## src/design/bsp_pkg.sv

```systemverilog
// ----------------------------------------------------------------------------
// bsp_pkg
// Shared types and constants for the bounded stack with peek: word widths,
// operation and status codes, the input and result words, and the command
// bundle between controller and datapath.
// ----------------------------------------------------------------------------
package bsp_pkg;

	// storage and field widths
	localparam int DEPTH_DEF = 16;
	localparam int WORD_W    = 32;
	localparam int CAP_W     = 5;
	localparam int POS_W     = 5;
	localparam int KIND_W    = 2;
	localparam int STAT_W    = 2;
	localparam int CAP_RESET = 16;

	// apb register map
	localparam int PADDR_W   = 3;
	localparam int PDATA_W   = 32;
	localparam logic REG_CAPACITY = 1'b0;

	// operation codes
	localparam logic [KIND_W-1:0] KIND_PUSH = 2'd0;
	localparam logic [KIND_W-1:0] KIND_POP  = 2'd1;
	localparam logic [KIND_W-1:0] KIND_PEEK = 2'd2;

	// status codes
	localparam logic [STAT_W-1:0] ST_OK        = 2'd0;
	localparam logic [STAT_W-1:0] ST_OVERFLOW  = 2'd1;
	localparam logic [STAT_W-1:0] ST_UNDERFLOW = 2'd2;
	localparam logic [STAT_W-1:0] ST_BADPOS    = 2'd3;

	// word returned on an underflow or a bad peek position
	localparam logic [WORD_W-1:0] ERR_WORD = '1;

	typedef struct packed {
		logic [KIND_W-1:0]        kind;
		logic signed [WORD_W-1:0] push_value;
		logic [POS_W-1:0]         position;
	} in_word_t;

	typedef struct packed {
		logic signed [WORD_W-1:0] read_data;
		logic [STAT_W-1:0]        status;
		logic                     is_full;
		logic                     is_empty;
	} out_word_t;

	// controller to datapath commands
	typedef struct packed {
		logic start;     // accept input word and run the operation
		logic load_out;  // move the finished result into the output register
	} cmd_t;

endpackage

```

## src/design/bsp_ctrl.sv

```systemverilog
// ----------------------------------------------------------------------------
// bsp_ctrl
// Handshake controller: accepts one word at a time, waits in S_EXEC for the
// register file read, then loads the output register when it is free.
// ----------------------------------------------------------------------------
module bsp_ctrl (
	input  logic          clk,
	input  logic          arst_n,
	input  logic          in_valid,
	output logic          in_stall,
	output logic          out_valid,
	input  logic          out_stall,
	output bsp_pkg::cmd_t cmd
);
	import bsp_pkg::*;

	typedef enum logic {
		S_IDLE,
		S_EXEC
	} state_t;

	state_t state_q;
	logic   out_valid_q;

	// command decode
	always_comb begin
		cmd.start    = (state_q == S_IDLE) && in_valid;
		cmd.load_out = (state_q == S_EXEC) && (!out_valid_q || !out_stall);
	end

	assign in_stall  = (state_q != S_IDLE);
	assign out_valid = out_valid_q;

	// state and output valid
	always_ff @(posedge clk or negedge arst_n) begin
		if (!arst_n) begin
			state_q     <= S_IDLE;
			out_valid_q <= 1'b0;
		end else begin
			case (state_q)
				S_IDLE: begin
					if (cmd.start) begin
						state_q <= S_EXEC;
					end
				end
				S_EXEC: begin
					if (cmd.load_out) begin
						state_q <= S_IDLE;
					end
				end
				default: begin
					state_q <= S_IDLE;
				end
			endcase
			if (cmd.load_out) begin
				out_valid_q <= 1'b1;
			end else if (out_valid_q && !out_stall) begin
				out_valid_q <= 1'b0;
			end
		end
	end

endmodule

```

## src/design/bsp_datapath.sv

```systemverilog
// ----------------------------------------------------------------------------
// bsp_datapath
// Register file, fill count and result logic of the stack. An operation is
// decoded when the word is accepted; the result is then loaded, once the output
// register is free, from the registered read port or from a held constant.
// ----------------------------------------------------------------------------
module bsp_datapath #(
	parameter int DEPTH = bsp_pkg::DEPTH_DEF
) (
	input  logic                      clk,
	input  logic                      arst_n,
	input  bsp_pkg::cmd_t             cmd,
	input  logic [bsp_pkg::CAP_W-1:0] capacity,
	input  bsp_pkg::in_word_t         in_word,
	output bsp_pkg::out_word_t        out_word
);
	import bsp_pkg::*;

	localparam int CNT_W = $clog2(DEPTH + 1);
	localparam int AW    = $clog2(DEPTH);
	localparam int CMP_W = (CNT_W > POS_W) ? CNT_W : POS_W;
	localparam int CEXT_W = (CNT_W > CAP_W) ? CNT_W : CAP_W;

	logic [WORD_W-1:0] entries_q [DEPTH];
	logic [WORD_W-1:0] rdata_q;
	logic [CNT_W-1:0]  fill_q;

	// held result parts while the read completes
	logic              sel_mem_q;
	logic [WORD_W-1:0] const_q;
	logic [STAT_W-1:0] status_q;
	logic              full_q;
	logic              empty_q;
	out_word_t         out_word_q;

	logic [CNT_W-1:0]  cap_eff;
	logic [CNT_W-1:0]  fill_nxt;
	logic [CNT_W-1:0]  fill_m1;
	logic [CMP_W-1:0]  fill_ext;
	logic [CMP_W-1:0]  pos_ext;
	logic [CMP_W-1:0]  peek_diff;
	logic [AW-1:0]     rd_addr;
	logic              wr_en;
	logic              rd_en;
	logic              sel_mem;
	logic [WORD_W-1:0] const_word;
	logic [STAT_W-1:0] status;
	logic              full_now;

	// clamp capacity to 1..DEPTH
	always_comb begin
		if (capacity == '0) begin
			cap_eff = CNT_W'(1);
		end else if (CEXT_W'(capacity) > CEXT_W'(DEPTH)) begin
			cap_eff = CNT_W'(DEPTH);
		end else begin
			cap_eff = CNT_W'(capacity);
		end
	end

	assign full_now  = (fill_q >= cap_eff);
	assign fill_m1   = fill_q - CNT_W'(1);
	assign fill_ext  = CMP_W'(fill_q);
	assign pos_ext   = CMP_W'(in_word.position);
	assign peek_diff = fill_ext - pos_ext;

	// operation decode
	always_comb begin
		fill_nxt   = fill_q;
		wr_en      = 1'b0;
		rd_en      = 1'b0;
		rd_addr    = fill_m1[AW-1:0];
		sel_mem    = 1'b0;
		const_word = '0;
		status     = ST_OK;
		case (in_word.kind)
			KIND_PUSH: begin
				if (full_now) begin
					status = ST_OVERFLOW;
				end else begin
					wr_en    = cmd.start;
					fill_nxt = fill_q + CNT_W'(1);
				end
			end
			KIND_POP: begin
				if (fill_q == '0) begin
					status     = ST_UNDERFLOW;
					const_word = ERR_WORD;
				end else begin
					rd_en    = cmd.start;
					sel_mem  = 1'b1;
					fill_nxt = fill_m1;
				end
			end
			KIND_PEEK: begin
				if (pos_ext == '0 || pos_ext > fill_ext) begin
					status     = ST_BADPOS;
					const_word = ERR_WORD;
				end else begin
					rd_en   = cmd.start;
					sel_mem = 1'b1;
					rd_addr = peek_diff[AW-1:0];
				end
			end
			default: begin
				// unused code, no operation
			end
		endcase
	end

	// register file, one write and one registered read
	always_ff @(posedge clk) begin
		if (wr_en) begin
			entries_q[fill_q[AW-1:0]] <= in_word.push_value;
		end
		if (rd_en) begin
			rdata_q <= entries_q[rd_addr];
		end
	end

	// fill count
	always_ff @(posedge clk or negedge arst_n) begin
		if (!arst_n) begin
			fill_q <= '0;
		end else if (cmd.start) begin
			fill_q <= fill_nxt;
		end
	end

	// held result parts
	always_ff @(posedge clk) begin
		if (cmd.start) begin
			sel_mem_q <= sel_mem;
			const_q   <= const_word;
			status_q  <= status;
			full_q    <= (fill_nxt >= cap_eff);
			empty_q   <= (fill_nxt == '0);
		end
	end

	// output register
	always_ff @(posedge clk) begin
		if (cmd.load_out) begin
			out_word_q.read_data <= sel_mem_q ? rdata_q : const_q;
			out_word_q.status    <= status_q;
			out_word_q.is_full   <= full_q;
			out_word_q.is_empty  <= empty_q;
		end
	end

	assign out_word = out_word_q;

endmodule

```

## src/design/bounded_stack_with_peek.sv

```systemverilog
// ----------------------------------------------------------------------------
// bounded_stack_with_peek
// Bounded LIFO stack of signed 32-bit words with push, pop and peek.
// ----------------------------------------------------------------------------
// On acceptance of a word the operation is decoded and the register file is
// accessed; the registered read data or held constant is then loaded into
// the output register once it is free, and no new word is taken before
// that. A finished result waits in the output register while the next word
// is accepted. Capacity is set over APB at byte address 0 (values of zero act
// as one, values above DEPTH act as DEPTH) and must be written while idle.
// Stack contents are not cleared at reset; only entries below the fill count
// are ever read.
module bounded_stack_with_peek #(
	parameter int DEPTH = bsp_pkg::DEPTH_DEF
) (
	input  logic                        clk,
	input  logic                        arst_n,
	input  logic                        in_valid,
	output logic                        in_stall,
	input  bsp_pkg::in_word_t           in_word,
	output logic                        out_valid,
	input  logic                        out_stall,
	output bsp_pkg::out_word_t          out_word,
	input  logic                        psel,
	input  logic                        penable,
	input  logic                        pwrite,
	input  logic [bsp_pkg::PADDR_W-1:0] paddr,
	input  logic [bsp_pkg::PDATA_W-1:0] pwdata,
	output logic [bsp_pkg::PDATA_W-1:0] prdata,
	output logic                        pready
);
	import bsp_pkg::*;

	logic [CAP_W-1:0] capacity_q;
	cmd_t             cmd;

	// capacity register
	always_ff @(posedge clk or negedge arst_n) begin
		if (!arst_n) begin
			capacity_q <= CAP_W'(CAP_RESET);
		end else if (psel && penable && pwrite && pready && paddr[2] == REG_CAPACITY) begin
			capacity_q <= pwdata[CAP_W-1:0];
		end
	end

	assign pready = 1'b1;
	assign prdata = (paddr[2] == REG_CAPACITY) ? PDATA_W'(capacity_q) : '0;

	bsp_ctrl u_ctrl (
		.clk       (clk),
		.arst_n    (arst_n),
		.in_valid  (in_valid),
		.in_stall  (in_stall),
		.out_valid (out_valid),
		.out_stall (out_stall),
		.cmd       (cmd)
	);

	bsp_datapath #(
		.DEPTH (DEPTH)
	) u_datapath (
		.clk      (clk),
		.arst_n   (arst_n),
		.cmd      (cmd),
		.capacity (capacity_q),
		.in_word  (in_word),
		.out_word (out_word)
	);

endmodule

```

## config.mk

```make
export PLATFORM = sky130hd
export DESIGN_NAME = bounded_stack_with_peek
export DESIGN_NICKNAME = d
export VERILOG_FILES = /design/src/design/bsp_pkg.sv /design/src/design/bsp_ctrl.sv /design/src/design/bsp_datapath.sv /design/src/design/bounded_stack_with_peek.sv
export SDC_FILE = /design/constraint.sdc
export NUM_CORES = 1
export LEC_CHECK = 0
export ABC_AREA = 1
export BUFFER_PORTS_ARGS = -buffer_cell sky130_fd_sc_hd__buf_2
export CAP_MARGIN = 0
export CORE_UTILIZATION = 40
export CTS_CLUSTER_SIZE = 8
export DETAILED_ROUTE_END_ITERATION = 10
export GPL_TIMING_DRIVEN = 0
export PLACE_DENSITY = 0.67
export SLEW_MARGIN = 20
export SYNTH_ARGS = -nofsm -noshare
export SYNTH_HDL_FRONTEND = slang
export SYNTH_SLANG_ARGS = --single-unit
export TNS_END_PERCENT = 100
```

## constraint.sdc

```tcl
create_clock -name clk -period 7 [get_ports clk]
set_input_delay 0.7 -clock clk [delete_from_list [all_inputs] [get_ports clk]]
set_output_delay 0.7 -clock clk [all_outputs]
set_load 0.02 [all_outputs]
```

==> results of run 1 <==
## synthesized netlist by cell type (all sizes together), types with 2 or more instances
master | instances | area, um^2
a21oi | 15 | 75.1
buf | 133 | 795
clkbuf | 24 | 90.1
conb | 2 | 7.51
dfrtp | 11 | 275
edfxtp | 586 | 17600
ha | 26 | 325
inv | 458 | 1720
nand2 | 509 | 1920
nand3 | 530 | 2670
nand3b | 97 | 728
nand4 | 4 | 25.0
nor2 | 37 | 141
o211ai | 2 | 15.0
o21ai | 18 | 97.6
xnor2 | 2 | 17.5
xor2 | 3 | 26.3
## how the worst max path moves through the flow
stage | from | endpoint
2_1_floorplan | capacity_q[1] | u_datapath.entries_q[0][0]
3_3_place_gp | u_datapath.fill_ext[0] | u_datapath.entries_q[3][22]
3_5_place_dp | u_datapath.fill_ext[3] | u_datapath.rdata_q[12]
4_1_cts | u_datapath.fill_ext[3] | u_datapath.rdata_q[12]
5_1_grt | u_datapath.fill_ext[3] | u_datapath.rdata_q[12]
6_report | u_datapath.fill_ext[3] | u_datapath.rdata_q[11]
## sequential cells by signal, summed over array words and instances, names as in the netlist, 2 cells and up
register	cells
u_datapath.entries_q	512
u_datapath.rdata_q	32
u_datapath.status_q	2
capacity_q	5
u_datapath.fill_ext	5
u_datapath.out_word	36
## tightest hold or removal path, stage by stage
cell	delay, ns
buf_2	0.10
nor2_1	0.09
a21oi_1	0.05
## area by class of cell
type	count	area (um^2)	area share
multi-input combinational	1275	6310	0.203
clock buffer	96	2210	0.0712
buffer	157	885	0.0285
clock inverter	4	50.0	0.00161
sequential	598	17900	0.577
inverter	458	1720	0.0554
tap	864	1080	0.0348
timing repair buffer	112	888	0.0286
## cell families after synthesis
family	count (synthesis)
adders and majority gates	27
AOI/OAI and AO/OA	36
DFF	598
xor gates and xnor gates	5
and+or+nand+nor	1179
other	2
buffers and inverters	615
## power by group through the flow
stage | sequential, W | combinational, W | clock (W)
floorplan | 0.00435 | 0.00328 | 0
global placement | 0.00432 | 0.00546 | 0
detailed placement | 0.00431 | 0.00560 | 0
CTS | 0.00425 | 0.00564 | 0.00363
global route | 0.00426 | 0.00617 | 0.00377
finish | 0.00425 | 0.00579 | 0.00359
## metal layers
layer	track usage	vias to the layer above	routed length (um)
li1	-	8542	-
met3	0.0464	191	7180
met4	0.105	4	3180
met5	0	-	20
met2	0.362	973	35100
met1	0.275	8739	28100
## per-stage QoR
stage	cell area, um^2	hold WS (ns)
final	31000	0.331
after CTS	31000	0.304
after detailed placement	28800	0.410
after floorplan	26700	0.400
after global routing	31000	0.353
after global placement	28200	0.411
## timing repair
action,CTS,global route
gates resized for setup,0,0
hold buffers,1,0
hold endpoints to repair,11,0
==> results.md, run 1 <==
- Status: finished clean
- # IOs: 152
- CTS Buf Count: 84
- Syn Area/Cell: 10.8 um^2
- Final HPWL DP: 50300 um
- Antenna cells: 0
- Share of cells above drive strength 1: 0.132
- TritonCTS Sinks: 598
- Fin crit share: 0.589
- Arr. time, crit path: 4.42 ns
- Initial DRT Pass Iterations: 6
- Critical Setup Path Class: flip-flop to flip-flop
- Total GRT Usage: 0.220
- DR DRC count: 0
- Pwr Density: 439 mW/mm^2
- Sequential fraction of the synthesis area: 0.673
- Post-Route Skew: 0.0284 ns
- Fill count: 5776
- Most frequent cells in the layout: 586 x edfxtp_1, 529 x nand3_1, 505 x nand2_1
- Max VDD drop: 220 uV
- Post-synth EDFFs: 586
- DIE AREA: 0.0675 mm^2
- First-pass GRT wire length: 109000 um
- Synth warn: 0
- Pin count of the biggest net entering global routing: 33
- Placed cells: 3463
- Critical-path cell list: clkbuf_1 -> inv_1 -> ha_1 -> nand2_1 -> nor2_2 -> nand2_1 -> nand3_1 -> nand2_2 -> nand3_4 -> inv_2 -> nand2_1 -> o21ai_2 -> inv_2 -> clkbuf_1 -> nand3_1 -> nand3_1 -> nand2_1
- GRT overflow: 0
- CP required: 7.30 ns
- Clk_lat worst skew: 0.62 ns
- Pleak: 13.1 nW
- Vias: 18449
- Flops & latches, synth: 598
- Max Clk Rate: 242 MHz
- Simple-Gate Fraction of Synth Area: 0.207
- Worst R2R Setup Slack: 2.87 ns
- Compound-Gate Fraction of Synth Area: 0.00734
- Sequential power share: 0.312
- Clock transition at path regs: 0.05 ns
- Layout Area Growth over Synthesis: 16.8%
- Tot Pwr: 0.0136 W
- Int Power: 0.00794 W
- Multiplexer area fraction after synthesis: 0
- Largest family of logic cells by synthesized area: simple AND/OR/NAND/NOR gates
- Unrepaired setup endpoints after global routing: no
- Fin cells: 3564
- Slew at the pin closest to its max-slew limit: 1.04 ns
- Initial core utilization: 0.404
- Max-cap viol count: 0
- R2R Path End: u_datapath.rdata_q[11]
- Die W: 260 um
- Clock root buffer master: clkbuf_16
- Pre-CTS setup slack: 3.08 ns
- Post-DRT Antenna Nets: 0
- R2R cell count: 17
- GPL Wtd Cong: 0.911
- Min-delay src: pwdata[4]
- CP dominant cell by count: nand2_1
- Buffers on Ports: 94
- Number of library cell types mapped by synthesis: 30
- TritonCTS clock tree: yes
- Crit path depth: 17
- Period minus WS final: 4.13 ns
- Antenna violations before repair: 4
- Crit end category: flip-flop
- Synth Area in XOR/XNOR: 0.00165
- Worst path max stage delay: 0.81 ns
- Height of the die: 260 um
- Most common cell after layout, fill and taps aside: edfxtp_1
- Final core occ: 0.472
- Core area: 0.0657 mm^2
- Cell area after synthesis: 0.0266 mm^2
- FF-to-FF Start: u_datapath.fill_ext[3]
- Longest Clk Path Bufs: 3
- Async SR Flop Fraction: 0.0201
- Slew margin rel.: 0.309
- CP top delay family: buffers and inverters
- Setup bufs post-CTS: 0
- Initial DRC Count: 2248
- Logic gate share of total power: 0.425
- Cell depth of the worst min-delay path: 3
- Setup WS post-layout: 2.87 ns
- Fin. Hold Viols: 0
- Avg Vias per Cell: 5.18
- Cell count after synthesis: 2462
- Net total in the final layout: 2794
- Clock power frac: 0.263
- Final slew viol count: 0
- Critical-path top delay cell: clkbuf_1
- Worst min path class: primary input to flip-flop
- P_sw: 0.00570 W
- Synth Area in Adders: 0.0130
- Worst Path Buf+Inv: 5
- H-tree depth: 3
- Row count: 94
- # setup viols final: 0
- Final WL: 73600 um
- Hold endpoint: capacity_q[4]
- Crit path max fanout: 10
- Drt wl/cell: 20.7 um
- Switching Fraction: 0.418
- Setup TNS: 0 ns
- Vias in the first global route: 17880
- Synth Flop Type: edfxtp_1
- Worst Setup Start Kind: flip-flop
Note: power is estimated with default switching activity, not from simulation.
==> run 2: changes to the inputs <==
ABC_AREA = 0   (was 1)
PLACE_DENSITY = 0.7   (was 0.67)
clock period = 3.7 ns   (was 7 ns; I/O delays follow)
==> results.md, run 2 <==
- Largest family of logic cells by synthesized area: multiplexers
- Worst Setup Start Kind: flip-flop
- GRT overflow: 0
- Unrepaired setup endpoints after global routing: no
- Clock transition at path regs: 0.06 ns
- Pwr Density: 773 mW/mm^2
- Vias in the first global route: 12261
- Core area: 0.0577 mm^2
- Crit end category: flip-flop
- Max Clk Rate: 281 MHz
- Arr. time, crit path: 4.00 ns
- Slew margin rel.: 0.489
- Simple-Gate Fraction of Synth Area: 0.0309
- Number of library cell types mapped by synthesis: 46
- H-tree depth: 3
- Yosys top cell by area: edfxtp_1
- Pleak: 9.61 nW
- Layout Area Growth over Synthesis: 20.8%
- Synth Area in Adders: 0.0148
- Avg Vias per Cell: 5.45
- Multiplexer area fraction after synthesis: 0.130
- Initial core utilization: 0.405
- TritonCTS clock tree: yes
- Net total in the final layout: 1511
- DIE AREA: 0.0595 mm^2
- Pre-CTS setup slack: -0.370 ns
- Placed cells: 2057
- Max-cap viol count: 0
- Status: finished clean
- Most frequent cell after synthesis: edfxtp_1
- Async SR Flop Fraction: 0.0201
- Most frequent cells in the layout: 586 x edfxtp_1, 128 x mux4_2, 116 x nand2_1
- Compound-Gate Fraction of Synth Area: 0.0324
- Fin crit share: 0.961
- # IOs: 152
- Final HPWL DP: 32700 um
- Critical Setup Path Class: flip-flop to flip-flop
- Drt wl/cell: 23.9 um
- Crit path max fanout: 10
- Initial DRT Pass Iterations: 5
- Fin. Hold Viols: 0
- TritonCTS Sinks: 598
- Total GRT Usage: 0.178
- Final WL: 52100 um
- Clk_lat worst skew: 0.61 ns
- Hold WS: 0.0398 ns
- Tot Pwr: 0.0218 W
- Post-DRT Antenna Nets: 0
- Antenna cells: 0
- Share of cells above drive strength 1: 0.324
- Synth warn: 0
- Pin count of the biggest net entering global routing: 21
- Synth Flop Type: edfxtp_1
- Clock root buffer master: clkbuf_16
- Largest cells by area after synthesis: edfxtp_1 75%, mux4_2 12%, a22oi_1 2.1%, nand2_1 1.9%, ha_1 1.4%
- Buffers on Ports: 94
- Max VDD drop: 425 uV
- Antenna violations before repair: 1
- Slew at the pin closest to its max-slew limit: 0.767 ns
- Flops & latches, synth: 598
- Largest register FFs: 512
- CTS Buf Count: 84
- Syn Area/Cell: 20.3 um^2
- Most common cell after layout, fill and taps aside: edfxtp_1
- Yosys top cell area share: 0.752
- Post-Route Skew: 0.0202 ns
- Row count: 88
- Setup WS post-layout: 0.144 ns
- Worst R2R Setup Slack: 0.14 ns
- Vias: 11890
- DR DRC count: 0
- Final slew viol count: 0
- # setup viols final: 0
- Cell count after synthesis: 1151
- GPL Wtd Cong: 0.770
- Sequential fraction of the synthesis area: 0.765
- Initial DRC Count: 1158
- Synth Area in XOR/XNOR: 0.00225
- First-pass GRT wire length: 77400 um
- Fin cells: 2181
- Cell area after synthesis: 0.0234 mm^2
- CP required: 4.15 ns
- Height of the die: 244 um
- Worst min path class: primary input to flip-flop
- Longest Clk Path Bufs: 3
- Die W: 244 um
- Synth top cells by count: 586 x edfxtp_1, 128 x mux4_2, 116 x nand2_1
- Period minus WS final: 3.56 ns
- Final core occ: 0.490
- Post-synth EDFFs: 586
run 2: cell count changes after synthesis, sizes merged, moves of 64 or more:
cell | previous run | this run
mux4 | 0 | 128
nand3b | 97 | 1
nand3 | 530 | 2
nand2 | 509 | 116
a22oi | 0 | 64
buf | 133 | 56
inv | 458 | 16
run 2: layout make-up:
class,instances,area (um^2)
inverter,16,60.1
tap,765,957
sequential,598,17900
timing repair buffer,142,1370
multi-input combinational,484,5190
clock buffer,94,2160
clock inverter,5,58.8
buffer,77,549
fill,4644,29400
run 2: worst paths after layout:
check                                       start                     end  cells past startpoint
max reg2reg                u_datapath.fill_ext[3]   u_datapath.rdata_q[2]                     11
max in group asynchronous                  arst_n           capacity_q[4]                      2
max                        u_datapath.fill_ext[3]   u_datapath.rdata_q[2]                     11
min reg2reg                     u_datapath.full_q  u_datapath.out_word[1]                      0
min in group asynchronous                  arst_n  u_datapath.fill_ext[2]                      2
min                                     out_stall        u_ctrl.out_valid                      2
run 2: what timing repair did:
item,CTS,global route
hold buffers,5,0
setup endpoints to repair,327,46
gates cloned,0,1
buffers inserted,21,0
hold endpoints to repair,16,0
resized for setup,22,16
pin swaps,14,0
run 2: logic make-up after synthesis:
| family | Yosys count |
|---|---|
| other | 2 |
| AOI/OAI and AO/OA | 106 |
| and+or+nand+nor | 174 |
| xor gates and xnor gates | 6 |
| adders and majority gates | 27 |
| buffers and inverters | 95 |
| muxes | 143 |
| DFF | 598 |
run 2: metrics by stage:
| step | instance area, um^2 | TNS [ns] |
|---|---|---|
| 2_1_floorplan | 23500 | -86.80 |
| 3_3_place_gp | 24900 | -1079.04 |
| 3_5_place_dp | 25600 | -41.71 |
| 4_1_cts | 28200 | 0 |
| 5_1_grt | 28200 | 0 |
| 6_report | 28200 | 0 |
run 2: worst max-delay path, cell delays in order, from the launching register on:
cell and delay, ns:
dfrtp_2 0.48, inv_1 0.15, ha_1 0.36, nand4_1 0.13, or2_2 0.31, a21oi_2 0.21, nor2_4 0.10, mux2i_1 0.17
nor2_1 0.45, clkbuf_1 0.64, a22oi_1 0.21, nand2_1 0.18
run 2: metal layers:
layer | GRT usage | vias to the layer above | share of wire
met3 | 0.0365 | 80 | 0.074
met5 | 0 | - | 0.00017
met2 | 0.286 | 511 | 0.49
li1 | - | 5090 | -
met1 | 0.239 | 6207 | 0.42
met4 | 0.0645 | 2 | 0.023
run 2: power breakdown:
part | switching, W | internal [W] | leakage, nW
clock network | 0.00259 | 0.00405 | 1.09
logic | 0.00409 | 0.00303 | 3.09
registers | 0.000122 | 0.00797 | 5.44
